$ cat src/rtl/drr_pkg.sv
package drr_pkg;

  // Table sizes and field widths
  localparam int MAX_CLIENTS = 8;
  localparam int PTR_W       = $clog2(MAX_CLIENTS);
  localparam int CNT_W       = $clog2(MAX_CLIENTS + 1);
  localparam int MASK_W      = 8;
  localparam int DEF_W       = 25;
  localparam int WGT_W       = 8;
  localparam int QNT_W       = 16;
  localparam int COST_W      = 16;
  localparam int PROD_W      = WGT_W + QNT_W;
  localparam int CFG_CNT_W   = 4;

  // Item opcodes
  localparam logic [1:0] OP_PICK   = 2'd0;
  localparam logic [1:0] OP_CHARGE = 2'd1;
  localparam logic [1:0] OP_WEIGHT = 2'd2;
  localparam logic [1:0] OP_REMOVE = 2'd3;

  // Configuration register indexes
  localparam logic REG_QUANTUM = 1'b0;
  localparam logic REG_COUNT   = 1'b1;

  // Controller to datapath commands
  typedef struct packed {
    logic load;      // latch the accepted item
    logic scan;      // examine the client at the pointer
    logic refill;    // refill and grant the client at the pointer
    logic exec;      // charge, set weight or remove
    logic out_load;  // move the result into the output register
  } drr_cmd_t;

  // Datapath to controller status
  typedef struct packed {
    logic cur_ready;  // client at the pointer has work
    logic scan_last;  // this is the last client of the round
  } drr_status_t;

endpackage

$ cat src/rtl/drr_ctrl.sv
module drr_ctrl (
  input  logic                 clk_i,
  input  logic                 rst_ni,
  input  logic                 in_valid_i,
  input  logic [1:0]           in_op_i,
  output logic                 in_ready_o,
  output logic                 out_valid_o,
  input  logic                 out_ready_i,
  input  drr_pkg::drr_status_t status_i,
  output drr_pkg::drr_cmd_t    cmd_o
);
  import drr_pkg::*;

  localparam logic [2:0] ST_IDLE   = 3'd0;
  localparam logic [2:0] ST_SCAN   = 3'd1;
  localparam logic [2:0] ST_REFILL = 3'd2;
  localparam logic [2:0] ST_EXEC   = 3'd3;
  localparam logic [2:0] ST_RESP   = 3'd4;

  logic [2:0] state_q, state_d;
  logic       out_valid_q, out_valid_d;
  logic       in_xfer;
  logic       out_free;

  assign in_ready_o  = (state_q == ST_IDLE);
  assign in_xfer     = in_valid_i && in_ready_o;
  assign out_free    = !out_valid_q || out_ready_i;
  assign out_valid_o = out_valid_q;

  // Next state and commands
  always_comb begin
    state_d = state_q;
    cmd_o   = '0;
    case (state_q)
      ST_IDLE: begin
        if (in_xfer) begin
          cmd_o.load = 1'b1;
          state_d    = (in_op_i == OP_PICK) ? ST_SCAN : ST_EXEC;
        end
      end
      ST_SCAN: begin
        cmd_o.scan = 1'b1;
        if (status_i.cur_ready) begin
          state_d = ST_REFILL;
        end else if (status_i.scan_last) begin
          state_d = ST_RESP;
        end
      end
      ST_REFILL: begin
        cmd_o.refill = 1'b1;
        state_d      = ST_RESP;
      end
      ST_EXEC: begin
        cmd_o.exec = 1'b1;
        state_d    = ST_RESP;
      end
      ST_RESP: begin
        if (out_free) begin
          cmd_o.out_load = 1'b1;
          state_d        = ST_IDLE;
        end
      end
      default: begin
        state_d = ST_IDLE;
      end
    endcase
  end

  // Output valid flag
  always_comb begin
    out_valid_d = out_valid_q;
    if (out_valid_q && out_ready_i) begin
      out_valid_d = 1'b0;
    end
    if (cmd_o.out_load) begin
      out_valid_d = 1'b1;
    end
  end

  always_ff @(posedge clk_i or negedge rst_ni) begin
    if (!rst_ni) begin
      state_q     <= ST_IDLE;
      out_valid_q <= 1'b0;
    end else begin
      state_q     <= state_d;
      out_valid_q <= out_valid_d;
    end
  end

endmodule

$ cat src/rtl/drr_datapath.sv
module drr_datapath (
  input  logic                                clk_i,
  input  logic                                rst_ni,
  input  drr_pkg::drr_cmd_t                   cmd_i,
  output drr_pkg::drr_status_t                status_o,
  // configuration write
  input  logic                                cfg_we_i,
  input  logic                                cfg_index_i,
  input  logic [drr_pkg::QNT_W-1:0]           cfg_data_i,
  // accepted item
  input  logic [1:0]                          in_op_i,
  input  logic [drr_pkg::MASK_W-1:0]          in_mask_i,
  input  logic [drr_pkg::PTR_W-1:0]           in_client_i,
  input  logic [drr_pkg::COST_W-1:0]          in_cost_i,
  input  logic [drr_pkg::WGT_W-1:0]           in_weight_i,
  // result register
  output logic                                out_granted_o,
  output logic [drr_pkg::PTR_W-1:0]           out_client_o,
  output logic [drr_pkg::PTR_W-1:0]           out_pointer_o,
  output logic [drr_pkg::DEF_W-1:0]           out_deficit_o
);
  import drr_pkg::*;

  // Saturate a one-bit-wider sum to the deficit range
  function automatic logic [DEF_W-1:0] sat_def(input logic [DEF_W:0] v);
    logic [DEF_W-1:0] r;
    if (v[DEF_W] != v[DEF_W-1]) begin
      r = v[DEF_W] ? {1'b1, {(DEF_W-1){1'b0}}} : {1'b0, {(DEF_W-1){1'b1}}};
    end else begin
      r = v[DEF_W-1:0];
    end
    return r;
  endfunction

  // Configuration
  logic [QNT_W-1:0]     quantum_q;
  logic [CNT_W-1:0]     count_q;
  logic [CNT_W-1:0]     count_d;

  // Scheduler state
  logic [DEF_W-1:0]     deficit_q [MAX_CLIENTS];
  logic [WGT_W-1:0]     weight_q  [MAX_CLIENTS];
  logic [PTR_W-1:0]     ptr_q;
  logic [PTR_W-1:0]     last_q;
  logic                 pending_q;
  logic [PTR_W-1:0]     cnt_q;
  logic [PROD_W-1:0]    prod_q;

  // Latched item
  logic [1:0]           op_q;
  logic [MASK_W-1:0]    mask_q;
  logic [PTR_W-1:0]     client_q;
  logic [COST_W-1:0]    cost_q;
  logic [WGT_W-1:0]     weight_in_q;

  // Result before the output register
  logic                 res_granted_q;
  logic [PTR_W-1:0]     res_client_q;
  logic [DEF_W-1:0]     res_deficit_q;

  logic [PTR_W-1:0]     ptr_norm;
  logic [PTR_W-1:0]     ptr_wrap;
  logic [CNT_W-1:0]     ptr_inc;
  logic [PTR_W-1:0]     rd_addr;
  logic [DEF_W-1:0]     rd_def;
  logic [DEF_W-1:0]     refill_def;
  logic [DEF_W-1:0]     charge_def;
  logic                 rd_nonpos;

  // Effective round size from the written value
  always_comb begin
    if (cfg_data_i[CFG_CNT_W-1:0] == '0) begin
      count_d = CNT_W'(1);
    end else if (CNT_W'(cfg_data_i[CFG_CNT_W-1:0]) > CNT_W'(MAX_CLIENTS)) begin
      count_d = CNT_W'(MAX_CLIENTS);
    end else begin
      count_d = CNT_W'(cfg_data_i[CFG_CNT_W-1:0]);
    end
  end

  always_ff @(posedge clk_i or negedge rst_ni) begin
    if (!rst_ni) begin
      quantum_q <= QNT_W'(1);
      count_q   <= CNT_W'(1);
    end else if (cfg_we_i) begin
      if (cfg_index_i == REG_QUANTUM) begin
        quantum_q <= cfg_data_i;
      end else begin
        count_q <= count_d;
      end
    end
  end

  // Pointer arithmetic: fold an out-of-round pointer to 0, then step with wrap
  assign ptr_norm = ({1'b0, ptr_q} >= count_q) ? '0 : ptr_q;
  assign ptr_inc  = {1'b0, ptr_norm} + CNT_W'(1);
  assign ptr_wrap = (ptr_inc >= count_q) ? '0 : ptr_inc[PTR_W-1:0];

  // Single deficit read port: pointer during a pick, last grant otherwise
  assign rd_addr    = cmd_i.exec ? last_q : ptr_q;
  assign rd_def     = deficit_q[rd_addr];
  assign rd_nonpos  = rd_def[DEF_W-1] || (rd_def == '0);
  assign refill_def = rd_nonpos ?
                      sat_def({rd_def[DEF_W-1], rd_def} + (DEF_W+1)'(prod_q)) : rd_def;
  assign charge_def = sat_def({rd_def[DEF_W-1], rd_def} - (DEF_W+1)'(cost_q));

  assign status_o.cur_ready = mask_q[ptr_q];
  assign status_o.scan_last = ({1'b0, cnt_q} == (count_q - CNT_W'(1)));

  // Item latch and refill product
  always_ff @(posedge clk_i) begin
    if (cmd_i.load) begin
      op_q        <= in_op_i;
      mask_q      <= in_mask_i;
      client_q    <= in_client_i;
      cost_q      <= in_cost_i;
      weight_in_q <= in_weight_i;
    end
    if (cmd_i.scan) begin
      prod_q <= weight_q[ptr_q] * quantum_q;
    end
  end

  // Scheduler state update
  always_ff @(posedge clk_i or negedge rst_ni) begin
    if (!rst_ni) begin
      for (int i = 0; i < MAX_CLIENTS; i++) begin
        deficit_q[i] <= '0;
        weight_q[i]  <= WGT_W'(1);
      end
      ptr_q         <= '0;
      last_q        <= '0;
      pending_q     <= 1'b0;
      cnt_q         <= '0;
      res_granted_q <= 1'b0;
      res_client_q  <= '0;
      res_deficit_q <= '0;
    end else begin
      if (cmd_i.load && (in_op_i == OP_PICK)) begin
        ptr_q <= ptr_norm;
        cnt_q <= '0;
      end
      // one client per cycle; a client without work loses its credit
      if (cmd_i.scan && !status_o.cur_ready) begin
        deficit_q[ptr_q] <= '0;
        ptr_q            <= ptr_wrap;
        cnt_q            <= cnt_q + PTR_W'(1);
        res_granted_q    <= 1'b0;
        res_client_q     <= '0;
        res_deficit_q    <= '0;
      end
      if (cmd_i.refill) begin
        deficit_q[ptr_q] <= refill_def;
        last_q           <= ptr_q;
        pending_q        <= 1'b1;
        res_granted_q    <= 1'b1;
        res_client_q     <= ptr_q;
        res_deficit_q    <= refill_def;
      end
      if (cmd_i.exec) begin
        res_granted_q <= 1'b0;
        case (op_q)
          OP_CHARGE: begin
            res_client_q <= last_q;
            if (pending_q) begin
              deficit_q[last_q] <= charge_def;
              pending_q         <= 1'b0;
              res_deficit_q     <= charge_def;
              if (charge_def[DEF_W-1] || (charge_def == '0)) begin
                ptr_q <= ptr_wrap;
              end
            end else begin
              res_deficit_q <= rd_def;
            end
          end
          OP_WEIGHT: begin
            weight_q[client_q]  <= weight_in_q;
            deficit_q[client_q] <= '0;
            res_client_q        <= client_q;
            res_deficit_q       <= '0;
          end
          OP_REMOVE: begin
            deficit_q[client_q] <= '0;
            ptr_q               <= '0;
            if (last_q == client_q) begin
              pending_q <= 1'b0;
            end
            res_client_q  <= client_q;
            res_deficit_q <= '0;
          end
          default: begin
            res_client_q <= client_q;
          end
        endcase
      end
    end
  end

  // Output register
  always_ff @(posedge clk_i) begin
    if (cmd_i.out_load) begin
      out_granted_o <= res_granted_q;
      out_client_o  <= res_client_q;
      out_pointer_o <= ptr_q;
      out_deficit_o <= res_deficit_q;
    end
  end

`ifndef SYNTHESIS
  // the scan never looks outside the round
  assert property (@(posedge clk_i) disable iff (!rst_ni)
    cmd_i.scan |-> ({1'b0, ptr_q} < count_q) && ({1'b0, cnt_q} < count_q))
    else $error("scan outside the round");

  // a grant records its client and arms the charge
  assert property (@(posedge clk_i) disable iff (!rst_ni)
    cmd_i.refill |=> pending_q && (last_q == $past(ptr_q)))
    else $error("grant not recorded");

  // a grant reports itself and the client at the pointer
  assert property (@(posedge clk_i) disable iff (!rst_ni)
    cmd_i.refill |=> res_granted_q && (res_client_q == $past(ptr_q)))
    else $error("grant not reported");

  // commands are mutually exclusive
  assert property (@(posedge clk_i) disable iff (!rst_ni)
    $onehot0({cmd_i.load, cmd_i.scan, cmd_i.refill, cmd_i.exec, cmd_i.out_load}))
    else $error("overlapping commands");
`endif

endmodule

$ cat src/rtl/deficit_round_robin_scheduler.sv
// Deficit round robin scheduler, one item in flight at a time.
// A pick latches the item and scans the round one client per cycle; a client with
// work is refilled and granted, and a pick without a grant scans every client of
// the round. Charge, set weight and remove run a single execute step. The result
// then waits for the output register; a result not taken holds the block.
// A new item is taken once the result moves out; the single-client scan step bounds a pick.
// Reset (rst_ni low, asynchronous): deficits 0, weights 1, pointer 0,
// no pending charge, quantum 1, client count 1, output empty.
module deficit_round_robin_scheduler (
  input  logic        clk_i,
  input  logic        rst_ni,
  // input items
  input  logic        s_axis_tvalid,
  output logic        s_axis_tready,
  input  logic [39:0] s_axis_tdata,   // ready_mask[7:0], client[10:8], job_cost[26:11],
                                      // weight[34:27], zero[39:35]
  input  logic [1:0]  s_axis_tuser,   // opcode[1:0]
  // results
  output logic        m_axis_tvalid,
  input  logic        m_axis_tready,
  output logic [31:0] m_axis_tdata,   // grant_client[2:0], round_pointer[5:3],
                                      // deficit_after[30:6], zero[31]
  output logic [0:0]  m_axis_tuser,   // granted[0]
  // configuration writes
  input  logic        cfg_valid_i,
  output logic        cfg_ready_o,
  input  logic        cfg_index_i,
  input  logic [15:0] cfg_data_i
);
  import drr_pkg::*;

  drr_cmd_t         cmd;
  drr_status_t      status;
  logic             out_granted;
  logic [PTR_W-1:0] out_client;
  logic [PTR_W-1:0] out_pointer;
  logic [DEF_W-1:0] out_deficit;

  assign cfg_ready_o = 1'b1;

  drr_ctrl u_ctrl (
    .clk_i       (clk_i),
    .rst_ni      (rst_ni),
    .in_valid_i  (s_axis_tvalid),
    .in_op_i     (s_axis_tuser),
    .in_ready_o  (s_axis_tready),
    .out_valid_o (m_axis_tvalid),
    .out_ready_i (m_axis_tready),
    .status_i    (status),
    .cmd_o       (cmd)
  );

  drr_datapath u_datapath (
    .clk_i         (clk_i),
    .rst_ni        (rst_ni),
    .cmd_i         (cmd),
    .status_o      (status),
    .cfg_we_i      (cfg_valid_i && cfg_ready_o),
    .cfg_index_i   (cfg_index_i),
    .cfg_data_i    (cfg_data_i),
    .in_op_i       (s_axis_tuser),
    .in_mask_i     (s_axis_tdata[7:0]),
    .in_client_i   (s_axis_tdata[10:8]),
    .in_cost_i     (s_axis_tdata[26:11]),
    .in_weight_i   (s_axis_tdata[34:27]),
    .out_granted_o (out_granted),
    .out_client_o  (out_client),
    .out_pointer_o (out_pointer),
    .out_deficit_o (out_deficit)
  );

  // Pack the result
  assign m_axis_tdata = {1'b0, out_deficit, out_pointer, out_client};
  assign m_axis_tuser = out_granted;

endmodule

$ cat config.mk
export PLATFORM = sky130hd
export DESIGN_NAME = deficit_round_robin_scheduler
export DESIGN_NICKNAME = d
export VERILOG_FILES = /design/src/rtl/drr_pkg.sv /design/src/rtl/drr_ctrl.sv /design/src/rtl/drr_datapath.sv /design/src/rtl/deficit_round_robin_scheduler.sv
export SDC_FILE = /design/constraint.sdc
export NUM_CORES = 1
export LEC_CHECK = 0
export ABC_CLOCK_PERIOD_IN_PS = 13800
export BUFFER_PORTS_ARGS = -buffer_cell sky130_fd_sc_hd__buf_2
export CORE_MARGIN = 2
export CORE_UTILIZATION = 50
export DETAILED_ROUTE_END_ITERATION = 10
export PLACE_DENSITY = 0.65
export SLEW_MARGIN = 20
export SYNTH_ARGS = -nofsm -noshare
export SYNTH_HDL_FRONTEND = slang
export SYNTH_HIERARCHICAL = 1
export SYNTH_SLANG_ARGS = --single-unit
$ cat constraint.sdc
create_clock -name clk_i -period 13.8 [get_ports clk_i]
set_clock_uncertainty 0.2 [all_clocks]
set_input_delay 0 -clock clk_i [delete_from_list [all_inputs] [get_ports clk_i]]
set_output_delay 0 -clock clk_i [all_outputs]
set_load 0.005 [all_outputs]
==> out/results.tsv, run 1 <==
stage	metric	value	unit
synth	syn_area	0.0284	mm2
cts	post_cts_resized	0	
global_routing	grt_pass1_wl	164	mm
synth	synth-async-reset-ratio	0.779	
timing	finalSetupTns	0	ns
cts	cts.sinks	420	
die	initial_utilization	0.504	
global_routing	met3_usage	0.0748	
placed_design	routabilityCongestion	1.01	
global_routing	grt_pass1_vias	26400	
synth	synth.avg_cell_area	9.41	um2
placed_design	placed_area	0.0297	mm2
global_routing	grt_max_degree	160	
synth	synth-edff-count	93	
die	ios	100	
synth	syn_inst	3015	
synth	ys.flop_type	dfrtp_1	
cts	cts_buffers	49	
timing	finalCritPeriodShare	0.624	
die	die_x	242	um
cells_and_area	antenna_cells	0	
status	outcome	completed	
die	die_h	242	um
critical_path	cp.required	14.08	ns
synth	post-synth-top-area-cell	dfrtp_1	
synth	synth_nets	3259	
global_routing	antenna_found_initial	0	
synth	synth_top_area_share	0.280	
timing	final_max_slew_viol_count	0	
cts	clk_latency	0.62	ns
timing	finalSetupViolCount	0	
cells_and_area	layout-drive-gt1-share	0.137	
drt	drtIter0Drc	3388	
hold_path	min-delay-path-class	primary input to flip-flop	
die	core_region_area	0.0563	mm2
timing	tightest_slew	1.19	ns
timing	max_clock_freq	0.116	GHz
drt	vias	26600	
cells_and_area	syn2layout_area_growth	14.9	%
synth	yosys.cell_types.count	98	
global_routing	use_met1	0.480	
drt	first_pass_iters	6	
global_routing	busiest_layer	met2	
timing	rsz0062_at_grt	false	
die	placementRows	87	
critical_path	path_delay_family	compound AO/OA/AOI/OAI gates	
timing	hold_viol	0	
global_routing	met2_usage	0.563	
cts	clock_path_buffers	3	
synth	synth_commonest_cells	369 x nand2_1, 317 x dfrtp_1, 214 x nor2_1	
drt	wl_per_cell	27.7	um
cells_and_area	nets	3423	
critical_path	critPathBufInv	4	
cts	cts_root_buf	clkbuf_16	
global_routing	grt-ovfl-total	0	
critical_path	endpoint_kind	flip-flop	
cells_and_area	utilization	0.580	
critical_path	r2r_slack	5.18	ns
drt	drt-total-wl	110	mm
timing	slew-limit-headroom	0.202	
timing	min_period	8.62	ns
critical_path	crit_path_max_fanout	56	
placed_design	port_buffers	92	
critical_path	timing_worst_setup_path_type	flip-flop to flip-flop	
die	die-area	0.0587	mm2
drt	drc_errors	0	
drt	viasPerCell	6.70	
synth	yosys_warnings	6	
critical_path	critPathMaxStageDelay	0.64	ns
cells_and_area	ff_latch_area	0.0110	mm2
flow_run	drv_cap	0	
placed_design	place_hpwl	74.2	mm
cts	htree_num_levels	2	
cts	clk_pin_slew	0.06	ns
critical_path	crit_path_top_delay_cell	buf_4	
global_routing	groute.usage.overall	0.369	
cells_and_area	nFillCells	4871	
synth	ys_ff_latch	420	
timing	holdWs	0.0565	ns
critical_path	crit_arrival	8.89	ns
critical_path	worstPathCellList	and3b_2 > buf_4 > mux2i_4 > buf_4 > nand2_1 > nor2_1 > nor2_1 > o21ai_0 > inv_1 > ha_1 > inv_1 > fa_1 > a211oi_1 > o21ai_0 > a211o_1 > a31oi_1 > nand3_1 > a211oi_1 > a21o_1 > nand3_2 > nor4b_4 > o21bai_1 > or3_1	
cells_and_area	final_area	0.0326	mm2
cts	cts_tree	yes	
cells_and_area	multi_input_area	0.0161	mm2
synth	synth.most_common_cell	nand2_1	
synth	yosysSeqAreaShare	0.387	
critical_path	cp-start-kind	flip-flop	
synth	synth_top_cells_by_area	dfrtp_1 28%, edfxtp_1 9.8%, fa_1 6.1%	
drt	ant_nets	0	
==> worst min-delay path: stages <==
cell and delay, ns:
dlygate4sd3_1 0.52, buf_2 0.14, mux2_2 0.15
==> layer usage <==
metal | routed length, um | share of wire | vias to the layer above
li1 | - | - | 11300
met1 | 42400 | 0.39 | 13200
met2 | 48700 | 0.44 | 1730
met3 | 11300 | 0.10 | 398
met4 | 7670 | 0.070 | 0
met5 | 0 | 0 | -
==> cells in the final DEF, fill, tap and decap left out, types with 16 or more instances in the layout <==
master           n
a211oi_1        27
a21o_1          39
a21oi_1        185
a221oi_1        28
a22oi_1         76
a31oi_1         33
and2_1          59
and3_1          17
buf_2           91
buf_4           74
clkbuf_16       51
dfrtp_1        313
dlygate4sd3_1  129
edfxtp_1        93
fa_1            86
ha_1            94
inv_1          148
mux2_2          97
mux2i_1         28
nand2_1        368
nand2b_1        44
nand3_1         51
nor2_1         214
nor2b_1         78
nor3_1          32
o21a_1          28
o21ai_0        178
o221ai_1        87
o22ai_1         52
or2_2           16
or3_1           19
xnor2_1         39
xor2_1          16
==> final timing paths <==
kind	cells after the start	endpoint	start
worst max-delay path	23	u_datapath/ptr_q[1]	u_ctrl/state_q[0]
worst min-delay path	3	u_datapath/quantum_q[3]	cfg_data_i[3]
worst max register to register	23	u_datapath/ptr_q[1]	u_ctrl/state_q[0]
worst min register to register	0	u_datapath/out_deficit_o[15]	u_datapath/res_deficit_q[15]
max in group asynchronous	4	u_datapath/last_q[0]	rst_ni
min in group asynchronous	3	u_datapath/quantum_q[0]	rst_ni
==> cell families after synthesis <==
kind of cell | count (synthesis) | share of synthesized area
AOI/OAI and AO/OA | 927 | 0.225
buffers and inverters | 333 | 0.0476
xor gates and xnor gates | 55 | 0.0170
other | 2 | 0.000265
adders and majority gates | 180 | 0.102
DFF | 420 | 0.387
and+or+nand+nor | 954 | 0.159
muxes | 144 | 0.0623
==> final cells by class <==
| class | count | share of cell area |
|---|---|---|
| Multi-Input combinational cell | 2262 | 0.495 |
| Sequential cell | 420 | 0.337 |
| Timing Repair Buffer | 297 | 0.0725 |
| Clock buffer | 71 | 0.0436 |
| Tap cell | 756 | 0.0290 |
| Inverter | 149 | 0.0171 |
| Clock inverter | 19 | 0.00610 |
==> state kept, by name, summed over array words and instances, names as in the netlist, 4 cells and up <==
register / cells
u_datapath/prod_q: 24
u_datapath/weight_in_q: 8
u_datapath/weight_q: 64
u_datapath/res_deficit_q: 25
u_datapath/cost_q: 16
u_datapath/mask_q: 8
u_datapath/count_q: 4
u_datapath/deficit_q: 200
u_datapath/out_deficit_o: 25
u_datapath/quantum_q: 16
==> repair_timing <==
| item | in CTS | in global routing |
|---|---|---|
| hold endpoints to repair | 155 | 0 |
| hold buffers | 130 | 0 |
| setup buffers | 0 | 0 |
==> through the flow <==
stage                     std cells  setup WS (ns)
final                          3974           5.18
after CTS                      3974           5.53
after global placement         3754           5.58
after detailed placement       3754           5.56
after floorplan                3015           6.89
after global routing           3974           4.99
Power of run 1 is not shown: default switching activity piles up to over one toggle a cycle in this logic, so the estimate is an artifact.
==> inputs of run 2 (changes only) <==
--- a/config.mk
+++ b/config.mk
@@ -5,12 +5,12 @@
 export SDC_FILE = /design/constraint.sdc
 export NUM_CORES = 1
 export LEC_CHECK = 0
-export ABC_CLOCK_PERIOD_IN_PS = 13800
+export ABC_CLOCK_PERIOD_IN_PS = 6900
 export BUFFER_PORTS_ARGS = -buffer_cell sky130_fd_sc_hd__buf_2
 export CORE_MARGIN = 2
 export CORE_UTILIZATION = 50
 export DETAILED_ROUTE_END_ITERATION = 10
-export PLACE_DENSITY = 0.65
+export PLACE_DENSITY = 0.67
 export SLEW_MARGIN = 20
 export SYNTH_ARGS = -nofsm -noshare
 export SYNTH_HDL_FRONTEND = slang
==> constraint.sdc (replaced) <==
create_clock -name clk_i -period 6.9 [get_ports clk_i]
set_clock_uncertainty 0.2 [all_clocks]
set_input_delay 0 -clock clk_i [delete_from_list [all_inputs] [get_ports clk_i]]
set_output_delay 0 -clock clk_i [all_outputs]
set_load 0.005 [all_outputs]
==> out/results.tsv, run 2 (synthesis results as in run 1) <==
stage	metric	value	unit	change
cells_and_area	largest_register_ffs	200		unchanged
critical_path	crit_arrival	6.91	ns	was 8.89 ns
timing	slew-limit-headroom	0.190		was 0.202
global_routing	grt_pass1_vias	26300		was 26,400
drt	first_pass_iters	8		was 6
timing	finalSetupTns	0	ns	unchanged
critical_path	cp-start-kind	flip-flop		unchanged
cts	cts_tree	yes		unchanged
cells_and_area	top_regs	u_datapath/deficit_q: 200 flops, u_datapath/weight_q: 64 flops		unchanged
die	initial_utilization	0.504		unchanged
timing	max_clock_freq	0.151	GHz	was 0.116 GHz
die	die_x	242	um	unchanged
cts	post_cts_buffers	0		unchanged
cts	cts.sinks	420		unchanged
timing	finalCritPeriodShare	0.959		was 0.624
timing	rsz0062_at_grt	false		unchanged
placed_design	port_buffers	92		unchanged
critical_path	endpoint_kind	flip-flop		unchanged
cts	clock_path_buffers	3		unchanged
global_routing	grt-ovfl-total	0		unchanged
placed_design	routabilityCongestion	1.03		was 1.01
global_routing	grt_max_degree	83		was 160
timing	hold_viol	0		unchanged
drt	wl_per_cell	27.8	um	was 27.7 um
critical_path	crit_path_max_fanout	23		was 56
flow_run	drv_cap	0		unchanged
cells_and_area	top_register	u_datapath/deficit_q		unchanged
cells_and_area	final_cell_mix	369 x nand2_1, 313 x dfrtp_1, 213 x nor2_1		was 368 x nand2_1, 313 x dfrtp_1, 214 x nor2_1
global_routing	antenna_found_initial	1		was 0
timing	holdWs	0.0473	ns	was 0.0565 ns
cells_and_area	utilization	0.599		was 0.580
timing	min_period	6.62	ns	was 8.62 ns
cells_and_area	layout_commonest_cell	nand2_1		unchanged
cells_and_area	nets	3532		was 3,423
die	core_region_area	0.0563	mm2	unchanged
die	die-area	0.0587	mm2	unchanged
cts	clk_latency	0.62	ns	about the same
drt	drt-total-wl	114	mm	was 110 mm
status	outcome	completed		unchanged
drt	vias	26900		was 26,600
drt	drtIter0Drc	3348		was 3,388
placed_design	place_hpwl	79.3	mm	was 74.2 mm
global_routing	grt_pass1_wl	169	mm	was 164 mm
timing	finalSetupViolCount	0		unchanged
timing	tightest_slew	1.21	ns	was 1.19 ns
drt	viasPerCell	6.59		was 6.70
cells_and_area	nFillCells	4800		was 4,871
timing	final_max_slew_viol_count	0		unchanged
critical_path	cp.required	7.19	ns	was 14.08 ns
die	die_h	242	um	unchanged
global_routing	groute.usage.overall	0.381		was 0.369
hold_path	min-delay-path-class	primary input to flip-flop		unchanged
die	placementRows	87		unchanged
drt	ant_nets	0		unchanged
cts	cts_buffers	50		was 49
cts	htree_num_levels	2		unchanged
drt	drc_errors	0		unchanged
cells_and_area	layout-drive-gt1-share	0.167		was 0.137
cts	clk_pin_slew	0.06	ns	about the same
cts	cts_root_buf	clkbuf_16		unchanged
die	ios	100		unchanged
cells_and_area	syn2layout_area_growth	18.7	%	was 14.9%
critical_path	timing_worst_setup_path_type	flip-flop to flip-flop		unchanged
## run 2: area by class of cell
cell class / count / area [um2] / area share
antenna: 1 / 2.50 / 0.0000743
timing repair buffer: 405 / 3280 / 0.0974
clock buffer: 61 / 1370 / 0.0408
sequential: 420 / 11000 / 0.326
tap: 756 / 946 / 0.0281
inverter: 149 / 559 / 0.0166
multi-input combinational: 2262 / 16100 / 0.479
clock inverter: 31 / 392 / 0.0116
## run 2: metal layers
layer  share of wire  global-route usage  vias to the layer above  routed length (um)
met5               0                   0                        -                   0
met4           0.071               0.232                        0                8050
met3           0.097              0.0692                      389               11100
met2            0.45               0.593                     1677               50800
met1            0.39               0.497                    13300               43800
li1                -                   -                    11600                   -
## run 2: final timing paths
kind,from,end,slack [ns],cells after the start
max,u_ctrl/state_q[2],u_datapath/ptr_q[1],0.28,23
min,cfg_data_i[1],u_datapath/count_q[1],0.05,4
max reg2reg,u_ctrl/state_q[2],u_datapath/ptr_q[1],0.28,23
min reg2reg,u_datapath/res_deficit_q[21],u_datapath/out_deficit_o[21],0.24,0
max in group asynchronous,rst_ni,u_datapath/deficit_q[32],5.22,4
min in group asynchronous,rst_ni,u_datapath/res_deficit_q[3],0.46,4
## run 2: stage by stage
step / cell area (um2) / setup WS (ns) / cells
finish: 33700 / 0.282 / 4085
global route: 33700 / 0.0601 / 4084
CTS: 33700 / 0.233 / 4084
detailed placement: 30600 / 0.289 / 3861
global placement: 30600 / 0.448 / 3861
floorplan: 28400 / 0.0498 / 3015
## run 2: worst max-delay path, stage by stage (launching register included)
cell and delay (ns):
dfrtp_1 0.38, and3b_2 0.42, buf_4 0.29, nand2_1 0.10, buf_4 0.31, o22ai_1 0.23
a221oi_1 0.11, nor2_1 0.44, o21ai_0 0.32, buf_4 0.25, ha_1 0.23, a21o_1 0.19
or3_1 0.31, o21ba_2 0.22, o311a_1 0.33, buf_4 0.17, a21o_1 0.28, o31ai_1 0.60
buf_4 0.29, a21oi_1 0.10, nand2_1 0.12, o21ai_0 0.09, o21bai_1 0.15, or3_1 0.36
## run 2: timing repair
action                                  4_1_cts  5_1_grt
gates resized for setup                       0        5
endpoints found under the hold margin       148        0
hold buffers                                131        0
endpoints found under the setup margin        0        2
Power of run 2 is left out for the same reason.
